==> config.mk <==
export PLATFORM = sky130hd
export DESIGN_NAME = debounced_gate_adsr_envelope_flat
export DESIGN_NICKNAME = d
export VERILOG_FILES = /design/src/hw/rtl/dgadsr_pkg.sv /design/src/hw/rtl/dgadsr_in_if.sv /design/src/hw/rtl/dgadsr_out_if.sv /design/src/hw/rtl/dgadsr_ln_rom.sv /design/src/hw/rtl/debounced_gate_adsr_envelope.sv /design/src/flat_wrapper.sv
export SDC_FILE = /design/constraint.sdc
export NUM_CORES = 2
export LEC_CHECK = 0
export ABC_CLOCK_PERIOD_IN_PS = 12900
export BUFFER_PORTS_ARGS = -buffer_cell sky130_fd_sc_hd__clkbuf_2
export CORE_UTILIZATION = 55
export CTS_CLUSTER_DIAMETER = 200
export CTS_CLUSTER_SIZE = 40
export DETAILED_ROUTE_END_ITERATION = 16
export PLACE_DENSITY = 0.74
export SYNTH_ARGS = -nofsm -noshare
export SYNTH_HDL_FRONTEND = slang
export SYNTH_HIERARCHICAL = 1
export SYNTH_SLANG_ARGS = --single-unit
==> constraint.sdc <==
create_clock -name clk -period 12.9 [get_ports clk]
set_input_delay 2.58 -clock clk [delete_from_list [all_inputs] [get_ports clk]]
set_output_delay 2.58 -clock clk [all_outputs]
set_load 0.005 [all_outputs]
==> src/hw/rtl/dgadsr_pkg.sv <==
package dgadsr_pkg;

    localparam int FRAC_BITS_DEF = 16;
    localparam int LOG_DEPTH_DEF = 64;
    localparam int ENV_W_DEF     = FRAC_BITS_DEF + 2;

    localparam int CFG_W     = 16;
    localparam int CFG_IDX_W = 3;

    localparam logic [CFG_IDX_W-1:0] REG_ATTACK_RATE   = 3'd0;
    localparam logic [CFG_IDX_W-1:0] REG_ATTACK_KEEP   = 3'd1;
    localparam logic [CFG_IDX_W-1:0] REG_DECAY_RATE    = 3'd2;
    localparam logic [CFG_IDX_W-1:0] REG_SUSTAIN_LEVEL = 3'd3;
    localparam logic [CFG_IDX_W-1:0] REG_DECAY_KEEP    = 3'd4;
    localparam logic [CFG_IDX_W-1:0] REG_RELEASE_KEEP  = 3'd5;

    localparam logic [CFG_W-1:0] ATTACK_RATE_RST   = 16'd655;
    localparam logic [CFG_W-1:0] ATTACK_KEEP_RST   = 16'd64880;
    localparam logic [CFG_W-1:0] DECAY_RATE_RST    = 16'd655;
    localparam logic [CFG_W-1:0] SUSTAIN_LEVEL_RST = 16'd32768;
    localparam logic [CFG_W-1:0] DECAY_KEEP_RST    = 16'd64880;
    localparam logic [CFG_W-1:0] RELEASE_KEEP_RST  = 16'd64880;

    localparam logic [63:0] DEB_IN_W   = 64'd655;
    localparam logic [15:0] DEB_KEEP_W = 16'd64881;
    localparam logic [15:0] DEB_HALF   = 16'd32768;
    localparam logic [63:0] LN2_Q32    = 64'd2977044472;
    localparam int          SERIES_TERMS = 30;

    typedef logic [1:0] stage_t;
    localparam stage_t STAGE_ATTACK  = 2'd0;
    localparam stage_t STAGE_DECAY   = 2'd1;
    localparam stage_t STAGE_RELEASE = 2'd2;

    typedef logic [3:0] step_t;
    localparam step_t S_EMIT = 4'd0;
    localparam step_t S_IDLE = 4'd1;
    localparam step_t S_DEB  = 4'd2;
    localparam step_t S_DEBW = 4'd3;
    localparam step_t S_ATK  = 4'd4;
    localparam step_t S_ATKW = 4'd5;
    localparam step_t S_CHK  = 4'd6;
    localparam step_t S_LOG1 = 4'd7;
    localparam step_t S_LOG2 = 4'd8;
    localparam step_t S_LOG3 = 4'd9;
    localparam step_t S_LOG4 = 4'd10;
    localparam step_t S_DCHK = 4'd11;
    localparam step_t S_DEC1 = 4'd12;
    localparam step_t S_DEC2 = 4'd13;
    localparam step_t S_REL  = 4'd14;
    localparam step_t S_RELW = 4'd15;

    typedef logic [2:0] mul_sel_t;
    localparam mul_sel_t MUL_NONE   = 3'd0;
    localparam mul_sel_t MUL_DEB    = 3'd1;
    localparam mul_sel_t MUL_ATK    = 3'd2;
    localparam mul_sel_t MUL_LOGPOS = 3'd3;
    localparam mul_sel_t MUL_INTERP = 3'd4;
    localparam mul_sel_t MUL_TGT    = 3'd5;
    localparam mul_sel_t MUL_DEC    = 3'd6;
    localparam mul_sel_t MUL_REL    = 3'd7;

    typedef logic [3:0] op_t;
    localparam op_t OP_NOP     = 4'd0;
    localparam op_t OP_LATCH   = 4'd1;
    localparam op_t OP_DEB_WR  = 4'd2;
    localparam op_t OP_ATK_WR  = 4'd3;
    localparam op_t OP_ROM_IDX = 4'd4;
    localparam op_t OP_ROM_LO  = 4'd5;
    localparam op_t OP_LOG_WR  = 4'd6;
    localparam op_t OP_TGT     = 4'd7;
    localparam op_t OP_DEC_WR  = 4'd8;
    localparam op_t OP_REL_WR  = 4'd9;
    localparam op_t OP_EMIT    = 4'd10;

    typedef logic [2:0] cond_t;
    localparam cond_t C_NEVER      = 3'd0;
    localparam cond_t C_ALWAYS     = 3'd1;
    localparam cond_t C_NO_BEAT    = 3'd2;
    localparam cond_t C_OUT_BUSY   = 3'd3;
    localparam cond_t C_GATE_OFF   = 3'd4;
    localparam cond_t C_NOT_ATTACK = 3'd5;
    localparam cond_t C_LT_ONE     = 3'd6;
    localparam cond_t C_NOT_DECAY  = 3'd7;

    typedef struct packed {
        mul_sel_t mul;
        op_t      op;
        cond_t    cond;
        step_t    target;
    } ucode_t;

    function automatic ucode_t ucode_word(input step_t s);
        ucode_t w;
        w = '{mul: MUL_NONE, op: OP_NOP, cond: C_NEVER, target: S_EMIT};
        unique case (s)
            S_EMIT: w = '{mul: MUL_NONE,   op: OP_EMIT,    cond: C_OUT_BUSY,   target: S_EMIT};
            S_IDLE: w = '{mul: MUL_NONE,   op: OP_LATCH,   cond: C_NO_BEAT,    target: S_IDLE};
            S_DEB:  w = '{mul: MUL_DEB,    op: OP_NOP,     cond: C_NEVER,      target: S_EMIT};
            S_DEBW: w = '{mul: MUL_NONE,   op: OP_DEB_WR,  cond: C_GATE_OFF,   target: S_REL};
            S_ATK:  w = '{mul: MUL_ATK,    op: OP_NOP,     cond: C_NOT_ATTACK, target: S_CHK};
            S_ATKW: w = '{mul: MUL_NONE,   op: OP_ATK_WR,  cond: C_NEVER,      target: S_EMIT};
            S_CHK:  w = '{mul: MUL_LOGPOS, op: OP_NOP,     cond: C_LT_ONE,     target: S_DCHK};
            S_LOG1: w = '{mul: MUL_NONE,   op: OP_ROM_IDX, cond: C_NEVER,      target: S_EMIT};
            S_LOG2: w = '{mul: MUL_NONE,   op: OP_ROM_LO,  cond: C_NEVER,      target: S_EMIT};
            S_LOG3: w = '{mul: MUL_INTERP, op: OP_NOP,     cond: C_NEVER,      target: S_EMIT};
            S_LOG4: w = '{mul: MUL_NONE,   op: OP_LOG_WR,  cond: C_NEVER,      target: S_EMIT};
            S_DCHK: w = '{mul: MUL_TGT,    op: OP_NOP,     cond: C_NOT_DECAY,  target: S_EMIT};
            S_DEC1: w = '{mul: MUL_DEC,    op: OP_TGT,     cond: C_NEVER,      target: S_EMIT};
            S_DEC2: w = '{mul: MUL_NONE,   op: OP_DEC_WR,  cond: C_ALWAYS,     target: S_EMIT};
            S_REL:  w = '{mul: MUL_REL,    op: OP_NOP,     cond: C_NEVER,      target: S_EMIT};
            S_RELW: w = '{mul: MUL_NONE,   op: OP_REL_WR,  cond: C_ALWAYS,     target: S_EMIT};
        endcase
        return w;
    endfunction

    // shift-subtract quotient, used only while building the log table
    function automatic logic [63:0] quot64(input logic [63:0] num, input logic [63:0] den);
        logic [63:0] q;
        logic [64:0] r;
        q = '0;
        r = '0;
        for (int b = 63; b >= 0; b--) begin
            r = {r[63:0], num[b]};
            if (r >= {1'b0, den}) begin
                r    = r - {1'b0, den};
                q[b] = 1'b1;
            end
        end
        return q;
    endfunction

    // ln(1 + i/depth) in Q0.32 through 2*atanh((m-1)/(m+1))
    function automatic logic [31:0] ln_entry(input int i, input int depth);
        logic [63:0] z;
        logic [63:0] z2;
        logic [63:0] pw;
        logic [63:0] acc;
        z   = quot64(64'(i) << 32, 64'(2 * depth + i));
        z2  = (z * z) >> 32;
        pw  = z;
        acc = '0;
        for (int n = 0; n < SERIES_TERMS; n++) begin
            acc = acc + quot64(pw, 64'(2 * n + 1));
            pw  = (pw * z2) >> 32;
        end
        acc = acc << 1;
        return acc[31:0];
    endfunction

endpackage

==> src/hw/rtl/dgadsr_in_if.sv <==
interface dgadsr_in_if;
    logic valid;
    logic ready;
    logic button_level;

    modport source (output valid, output button_level, input ready);
    modport sink (input valid, input button_level, output ready);
endinterface

==> src/hw/rtl/dgadsr_out_if.sv <==
interface dgadsr_out_if
    import dgadsr_pkg::*;
#(
    parameter int ENV_W = ENV_W_DEF
);
    logic             valid;
    logic             ready;
    logic [ENV_W-1:0] envelope;
    logic             gate_on;
    logic [1:0]       stage_now;

    modport source (output valid, output envelope, output gate_on, output stage_now,
                    input ready);
    modport sink (input valid, input envelope, input gate_on, input stage_now,
                  output ready);
endinterface

==> src/hw/rtl/dgadsr_ln_rom.sv <==
module dgadsr_ln_rom
    import dgadsr_pkg::*;
#(
    parameter int DEPTH = LOG_DEPTH_DEF,
    localparam int AW   = $clog2(DEPTH + 1)
)(
    input  logic          clk,
    input  logic [AW-1:0] addr,
    output logic [31:0]   data
);

    logic [31:0] tab [0:DEPTH];

    for (genvar g = 0; g <= DEPTH; g++) begin : g_entry
        localparam logic [31:0] VAL = ln_entry(g, DEPTH);
        assign tab[g] = VAL;
    end

    always_ff @(posedge clk)
    begin
        if (addr <= AW'(DEPTH))
        begin
            data <= tab[addr];
        end
        else
        begin
            data <= '0;
        end
    end

endmodule

==> src/hw/rtl/debounced_gate_adsr_envelope.sv <==
// Debounced gate ADSR envelope. Each sample beat carries one raw active-low
// button level; the block filters it, derives the gate, advances the envelope
// by one tick and returns one result beat (envelope level, gate, stage). A
// microcode sequencer steps one shared 32x32 multiplier through the tick: the
// debounce filter, then the release update when the gate is off, else the
// attack update in attack, a log step with table interpolation when the level
// reaches one, and the decay update in decay; the emit step waits while the
// output register is full. The next sample is taken while the previous result
// still waits in the output register. Configuration writes are taken at any
// time but are meant for when the block is idle.
module debounced_gate_adsr_envelope
    import dgadsr_pkg::*;
#(
    parameter int FRAC_BITS       = FRAC_BITS_DEF,
    parameter int LOG_TABLE_DEPTH = LOG_DEPTH_DEF
)(
    input  logic                 clk,
    input  logic                 rst_n,
    dgadsr_in_if.sink            sample,
    dgadsr_out_if.source         result,
    input  logic                 cfg_wen,
    input  logic [CFG_IDX_W-1:0] cfg_index,
    input  logic [CFG_W-1:0]     cfg_data
);

    localparam int          LW      = FRAC_BITS + 2;
    localparam int          AW      = $clog2(LOG_TABLE_DEPTH + 1);
    localparam logic [63:0] LVL_ONE = 64'd1 << FRAC_BITS;
    localparam logic [63:0] LVL_MAX = (64'd1 << LW) - 64'd1;
    localparam logic [63:0] LN_RND  = 64'd1 << (31 - FRAC_BITS);

    function automatic logic [LW-1:0] sat_lvl(input logic [63:0] v);
        return (v > LVL_MAX) ? LVL_MAX[LW-1:0] : v[LW-1:0];
    endfunction

    logic [CFG_W-1:0] attack_rate_reg, attack_keep_reg, decay_rate_reg;
    logic [CFG_W-1:0] sustain_level_reg, decay_keep_reg, release_keep_reg;

    step_t         step_reg, step_next;
    ucode_t        uw;
    logic [15:0]   deb_reg, deb_next;
    logic [LW-1:0] lvl_reg, lvl_next;
    stage_t        stage_reg, stage_next;
    logic          gate_reg, gate_next;
    logic          press_reg;
    logic [63:0]   prod_reg;
    logic [31:0]   mul_a, mul_b;
    logic [AW-1:0] idx_reg;
    logic [FRAC_BITS-1:0] fr_reg;
    logic [31:0]   lo_reg;
    logic [63:0]   tgt_reg;
    logic [AW-1:0] rom_addr;
    logic [31:0]   rom_q;
    logic          out_valid_reg;
    logic [LW-1:0] out_env_reg;
    logic          out_gate_reg;
    stage_t        out_stage_reg;

    logic          jump;
    logic          out_free;
    logic [63:0]   rnd16;
    logic [63:0]   deb_sum;
    logic [63:0]   deb_q;
    logic [63:0]   inc;
    logic [63:0]   ln_sum;
    logic          log_k;
    logic [LW-1:0] log_m;

    assign uw       = ucode_word(step_reg);
    assign out_free = !out_valid_reg || result.ready;
    assign rnd16    = (prod_reg + 64'd32768) >> 16;
    assign log_k    = (64'(lvl_reg) >= (LVL_ONE << 1));
    assign log_m    = log_k ? (lvl_reg >> 1) : lvl_reg;
    assign deb_sum  = (press_reg ? (DEB_IN_W << 16) : 64'd0) + prod_reg + 64'd32768;
    assign deb_q    = deb_sum >> 16;
    assign deb_next = (deb_q > 64'd65535) ? 16'hFFFF : deb_q[15:0];
    assign gate_next = deb_next > DEB_HALF;
    assign inc      = ({47'd0, attack_rate_reg, 1'b0} << FRAC_BITS) >> 16;
    assign ln_sum   = 64'(lo_reg) + (prod_reg >> FRAC_BITS) + (log_k ? LN2_Q32 : 64'd0);

    always_comb
    begin
        unique case (uw.mul)
            MUL_DEB:
            begin
                mul_a = 32'(deb_reg);
                mul_b = 32'(DEB_KEEP_W);
            end
            MUL_ATK:
            begin
                mul_a = 32'(lvl_reg);
                mul_b = 32'(attack_keep_reg);
            end
            MUL_LOGPOS:
            begin
                mul_a = 32'(log_m[FRAC_BITS-1:0]);
                mul_b = 32'(LOG_TABLE_DEPTH);
            end
            MUL_INTERP:
            begin
                mul_a = rom_q - lo_reg;
                mul_b = 32'(fr_reg);
            end
            MUL_TGT:
            begin
                mul_a = 32'(decay_rate_reg);
                mul_b = 32'(sustain_level_reg);
            end
            MUL_DEC:
            begin
                mul_a = 32'(lvl_reg);
                mul_b = 32'(decay_keep_reg);
            end
            MUL_REL:
            begin
                mul_a = 32'(lvl_reg);
                mul_b = 32'(release_keep_reg);
            end
            default:
            begin
                mul_a = '0;
                mul_b = '0;
            end
        endcase
    end

    always_comb
    begin
        unique case (uw.cond)
            C_NEVER:      jump = 1'b0;
            C_ALWAYS:     jump = 1'b1;
            C_NO_BEAT:    jump = !sample.valid;
            C_OUT_BUSY:   jump = !out_free;
            C_GATE_OFF:   jump = !gate_next;
            C_NOT_ATTACK: jump = stage_reg != STAGE_ATTACK;
            C_LT_ONE:     jump = 64'(lvl_reg) < LVL_ONE;
            C_NOT_DECAY:  jump = stage_reg != STAGE_DECAY;
        endcase
        step_next = jump ? uw.target : step_reg + 4'd1;
    end

    always_comb
    begin
        lvl_next   = lvl_reg;
        stage_next = stage_reg;
        unique case (uw.op)
            OP_DEB_WR:
            begin
                if (!gate_next)
                begin
                    stage_next = STAGE_RELEASE;
                end
                else if (stage_reg == STAGE_RELEASE)
                begin
                    stage_next = STAGE_ATTACK;
                end
            end
            OP_ATK_WR: lvl_next   = sat_lvl(inc + rnd16);
            OP_ROM_IDX: stage_next = STAGE_DECAY;
            OP_LOG_WR: lvl_next   = sat_lvl(((ln_sum + LN_RND) >> (32 - FRAC_BITS)) + LVL_ONE);
            OP_DEC_WR: lvl_next   = sat_lvl(tgt_reg + rnd16);
            OP_REL_WR: lvl_next   = sat_lvl(rnd16);
            default:
            begin
                lvl_next   = lvl_reg;
                stage_next = stage_reg;
            end
        endcase
    end

    assign rom_addr = (uw.op == OP_ROM_IDX) ? prod_reg[FRAC_BITS +: AW] : idx_reg + AW'(1);

    dgadsr_ln_rom #(
        .DEPTH (LOG_TABLE_DEPTH)
    ) u_ln_rom (
        .clk  (clk),
        .addr (rom_addr),
        .data (rom_q)
    );

    always_ff @(posedge clk or negedge rst_n)
    begin
        if (!rst_n)
        begin
            attack_rate_reg   <= ATTACK_RATE_RST;
            attack_keep_reg   <= ATTACK_KEEP_RST;
            decay_rate_reg    <= DECAY_RATE_RST;
            sustain_level_reg <= SUSTAIN_LEVEL_RST;
            decay_keep_reg    <= DECAY_KEEP_RST;
            release_keep_reg  <= RELEASE_KEEP_RST;
        end
        else if (cfg_wen)
        begin
            unique case (cfg_index)
                REG_ATTACK_RATE:   attack_rate_reg   <= cfg_data;
                REG_ATTACK_KEEP:   attack_keep_reg   <= cfg_data;
                REG_DECAY_RATE:    decay_rate_reg    <= cfg_data;
                REG_SUSTAIN_LEVEL: sustain_level_reg <= cfg_data;
                REG_DECAY_KEEP:    decay_keep_reg    <= cfg_data;
                REG_RELEASE_KEEP:  release_keep_reg  <= cfg_data;
                default:
                begin
                end
            endcase
        end
    end

    always_ff @(posedge clk or negedge rst_n)
    begin
        if (!rst_n)
        begin
            step_reg      <= S_IDLE;
            deb_reg       <= '0;
            lvl_reg       <= '0;
            stage_reg     <= STAGE_RELEASE;
            gate_reg      <= 1'b0;
            out_valid_reg <= 1'b0;
        end
        else
        begin
            step_reg  <= step_next;
            lvl_reg   <= lvl_next;
            stage_reg <= stage_next;
            if (uw.op == OP_DEB_WR)
            begin
                deb_reg  <= deb_next;
                gate_reg <= gate_next;
            end
            if (uw.op == OP_EMIT && out_free)
            begin
                out_valid_reg <= 1'b1;
            end
            else if (result.ready)
            begin
                out_valid_reg <= 1'b0;
            end
        end
    end

    always_ff @(posedge clk)
    begin
        if (uw.mul != MUL_NONE)
        begin
            prod_reg <= 64'(mul_a) * 64'(mul_b);
        end
        if (uw.op == OP_LATCH && sample.valid)
        begin
            press_reg <= !sample.button_level;
        end
        if (uw.op == OP_ROM_IDX)
        begin
            idx_reg <= prod_reg[FRAC_BITS +: AW];
            fr_reg  <= prod_reg[FRAC_BITS-1:0];
        end
        if (uw.op == OP_ROM_LO)
        begin
            lo_reg <= rom_q;
        end
        if (uw.op == OP_TGT)
        begin
            tgt_reg <= ((prod_reg[31:0] << FRAC_BITS) + 64'h8000_0000) >> 32;
        end
        if (uw.op == OP_EMIT && out_free)
        begin
            out_env_reg   <= lvl_reg;
            out_gate_reg  <= gate_reg;
            out_stage_reg <= stage_reg;
        end
    end

    assign sample.ready     = (step_reg == S_IDLE);
    assign result.valid     = out_valid_reg;
    assign result.envelope  = out_env_reg;
    assign result.gate_on   = out_gate_reg;
    assign result.stage_now = out_stage_reg;

    a_beat_starts_tick: assert property (@(posedge clk) disable iff (!rst_n)
        (sample.valid && sample.ready) |=> step_reg == S_DEB)
        else $error("sample beat did not start a tick");

    a_result_from_emit: assert property (@(posedge clk) disable iff (!rst_n)
        $rose(result.valid) |-> $past(step_reg == S_EMIT))
        else $error("result beat raised outside the emit step");

    a_gate_off_release: assert property (@(posedge clk) disable iff (!rst_n)
        (step_reg == S_EMIT && !gate_reg) |-> stage_reg == STAGE_RELEASE)
        else $error("gate off but stage is not release");

endmodule

==> src/flat_wrapper.sv <==
// flat-port wrapper written by rule: the top's interface ports become plain ports
module debounced_gate_adsr_envelope_flat import dgadsr_pkg::*;
#(
    parameter int FRAC_BITS       = FRAC_BITS_DEF,
    parameter int LOG_TABLE_DEPTH = LOG_DEPTH_DEF
)
  (clk, rst_n, cfg_wen, cfg_index, cfg_data, sample_valid, sample_button_level, sample_ready, result_valid, result_envelope, result_gate_on, result_stage_now, result_ready);
  dgadsr_in_if sample_i ();
  dgadsr_out_if #(.ENV_W((ENV_W_DEF))) result_i ();
  input  logic clk;
  input  logic rst_n;
  input  logic cfg_wen;
  input  logic [CFG_IDX_W-1:0] cfg_index;
  input  logic [CFG_W-1:0] cfg_data;
  input wire logic [$bits(sample_i.valid)-1:0] sample_valid;
  input wire logic [$bits(sample_i.button_level)-1:0] sample_button_level;
  output wire logic [$bits(sample_i.ready)-1:0] sample_ready;
  output wire logic [$bits(result_i.valid)-1:0] result_valid;
  output wire logic [$bits(result_i.envelope)-1:0] result_envelope;
  output wire logic [$bits(result_i.gate_on)-1:0] result_gate_on;
  output wire logic [$bits(result_i.stage_now)-1:0] result_stage_now;
  input wire logic [$bits(result_i.ready)-1:0] result_ready;
  assign sample_i.valid = sample_valid;
  assign sample_i.button_level = sample_button_level;
  assign sample_ready = sample_i.ready;
  assign result_valid = result_i.valid;
  assign result_envelope = result_i.envelope;
  assign result_gate_on = result_i.gate_on;
  assign result_stage_now = result_i.stage_now;
  assign result_i.ready = result_ready;
  debounced_gate_adsr_envelope #(.FRAC_BITS(FRAC_BITS), .LOG_TABLE_DEPTH(LOG_TABLE_DEPTH)) u_core (.clk(clk), .rst_n(rst_n), .sample(sample_i), .result(result_i), .cfg_wen(cfg_wen), .cfg_index(cfg_index), .cfg_data(cfg_data));
endmodule
==> impl_metrics.tcl <==
set metrics [dict create \
    initial_utilization 0.5581 \
    setup_viol 0 \
    ant_nets 0 \
    synth-async-reset-ratio 0.4395 \
    timing_worst_slew_pin_value_ps 1299 \
    vias 34210 \
    hold_violations 0 \
    most-common-layout-cells "inv_1 (557), nand2_1 (556), fa_1 (440)" \
    chipHeight_um 271.8 \
    period_needed_ps 11440 \
    wl_met2_um 57370 \
    critical_path.max_fanout 20 \
    detailed_place_hpwl_um 95880 \
    drtIter0Drc 4200 \
    yosysUniqueCellTypes 105 \
    endpoint_kind "flop" \
    clock_skew_ps 28.48 \
    htreeDepth 1 \
    crit_family "compound AO/OA/AOI/OAI gates" \
    cts.clk_slew.worst_paths_ps 150 \
    core_um2 71730 \
    clock_latency_ps 530 \
    max_freq_mhz 87.39 \
    port_buffers 47 \
    status "finished clean" \
    area_growth_pct 3.379 \
    n_fill_cell 6366 \
    drc 0 \
    via_per_inst 6.421 \
    gp_congestion 0.9707 \
    cts_buffers 11 \
    antenna_found_initial 4 \
    cp_common_cell "fa_1" \
    post-place-cells 5307 \
    fin_crit_sh 0.8871 \
    grt_pass1_wl_um 194300 \
    crit_required_ps 13180 \
    fin_tns_setup_ps 0 \
    drv_cap 0 \
    overflow 0 \
    nNetsFinal 5108 \
    grt_pass1_vias 33120 \
    met3WireLength_um 11950 \
    fin_cells 5327 \
    crit_buf_inv 4 \
    grt_max_degree 74 \
    die-area_um2 73870 \
    cts_sinks 314 \
    final_common_cell "inv_1" \
    criticalPathCategory "reg2reg" \
    synth-warning-count 6 \
    fp.dieW_um 271.8 \
    drt_first_pass_iters 6 \
    m1WireLength_um 49970 \
    synth_seq_area_share 0.2119 \
    slew_headroom 0.1342 \
    wl_um 125200 \
    cts_max_path_buffers 3 \
    startpoint_type "flop" \
    critPathMaxStageDelay_ps 1040 \
    slew_violations 0 \
    pin_count 48 \
    wire_per_inst_um 23.50 \
    cts_post_setup_buffers_inserted 0 \
    rows 98 \
    grt_setup_unrepaired "no" \
    syn_nets 5227 \
    cts_resized 0 \
    synth_edf_count 145 \
    hold_buffers 0 \
    synthFlopType "edfxtp_1" \
    cts_root_buf "clkbuf_16" \
    syn_avg_cell_area_um2 8.918 \
    tritoncts "yes" \
    arrival_ps 11720 \
    grt_use_total 0.3378 \
    layout-drive-gt1-share 0.08688 \
    top_layer_used "met5" \
    synth_seq_cells 314 \
    largest_reg_flops 51 \
    syn_area_um2 40030 \
    postSynthCellCount 4489 \
    hp-class "reg2reg" \
    rrSetupSlack_ps 1460 \
    cp_slowest_cell "o41ai_1" \
]
[worst paths after layout]
check / start / to / depth (start not counted)
hold / removal: u_core/prod_reg[12]$_DFFE_PP_ / u_core/fr_reg[12]$_DFFE_PP_ / 0
hold reg to reg: u_core/prod_reg[12]$_DFFE_PP_ / u_core/fr_reg[12]$_DFFE_PP_ / 0
setup / recovery: u_core/step_reg[2]$_DFF_PN0_ / u_core/prod_reg[49]$_DFFE_PP_ / 29
min in group asynchronous: rst_n / u_core/lvl_reg[9]$_DFFE_PN0P_ / 1
setup reg to reg: u_core/step_reg[2]$_DFF_PN0_ / u_core/prod_reg[49]$_DFFE_PP_ / 29
max in group asynchronous: rst_n / u_core/sustain_level_reg[6]$_DFFE_PN0P_ / 2
[cells by family after synthesis]
group	share of synthesized area
xor+xnor	0.03694
simple gates	0.1703
buf+inv	0.08008
other cells	0.00009368
mux	0.04432
compound gates	0.1509
flops	0.2119
fa+ha+maj	0.3054
[cell usage after synthesis (16+ instances only)]
library cell	n	share of area
dfstp_2	45	0.030
o32ai_1	20	0.0044
nor2_1	301	0.028
nand4_1	38	0.0059
a21o_1	61	0.011
o21ai_0	137	0.017
xnor2_1	117	0.026
nand2_1	557	0.052
buf_2	44	0.0055
a31oi_1	64	0.010
nor2b_1	50	0.0078
clkbuf_1	150	0.014
dfxtp_1	31	0.016
and2_1	63	0.0098
nor3_1	95	0.012
a211oi_1	32	0.0060
nor4_1	28	0.0044
a311oi_1	16	0.0035
mux2i_1	40	0.010
mux2_2	112	0.032
o21bai_1	19	0.0036
buf_1	21	0.0020
ha_1	273	0.085
edfxtp_1	145	0.11
o31ai_1	45	0.0084
and3_1	49	0.0077
nand3_1	82	0.010
or3_1	26	0.0041
nand2b_1	47	0.0073
buf_4	20	0.0038
fa_1	440	0.22
xor2_1	50	0.011
o21a_1	32	0.0060
dfrtp_1	93	0.058
o211ai_1	35	0.0066
inv_1	557	0.052
a21oi_1	233	0.029
[layout make-up]
cell class                      count  area (µm²)  share of cell area
Multi-Input combinational cell   3374       28580              0.6907
Tap cell                          950        1189             0.02872
Inverter                          558        2095             0.05061
Clock buffer                       16       294.0            0.007105
Timing Repair Buffer              111       721.9             0.01745
Antenna cell                        3       7.507           0.0001814
Clock inverter                      1       8.758           0.0002116
Sequential cell                   314        8484              0.2050
[routing by layer]
layer / track usage / vias up
met5: 0 / -
li1: - / 15090
met2: 0.5381 / 1915
met3: 0.05254 / 353
met4: 0.1359 / 2
met1: 0.4611 / 16840
[stage by stage]
step	utilization	area [µm²]	hold WS [ps]	setup WS [ps]
after floorplan	-	40030	400.3	2878
after global placement	0.5726	41070	401.3	2034
after detailed placement	0.5726	41070	410.9	1759
after CTS	0.5768	41380	436.9	1711
after global routing	0.5768	41380	446.7	874.6
final	0.5769	41380	435.6	1457
Power is not shown: default switching activity piles up to over one toggle a cycle in this logic, so the estimate is an artifact.
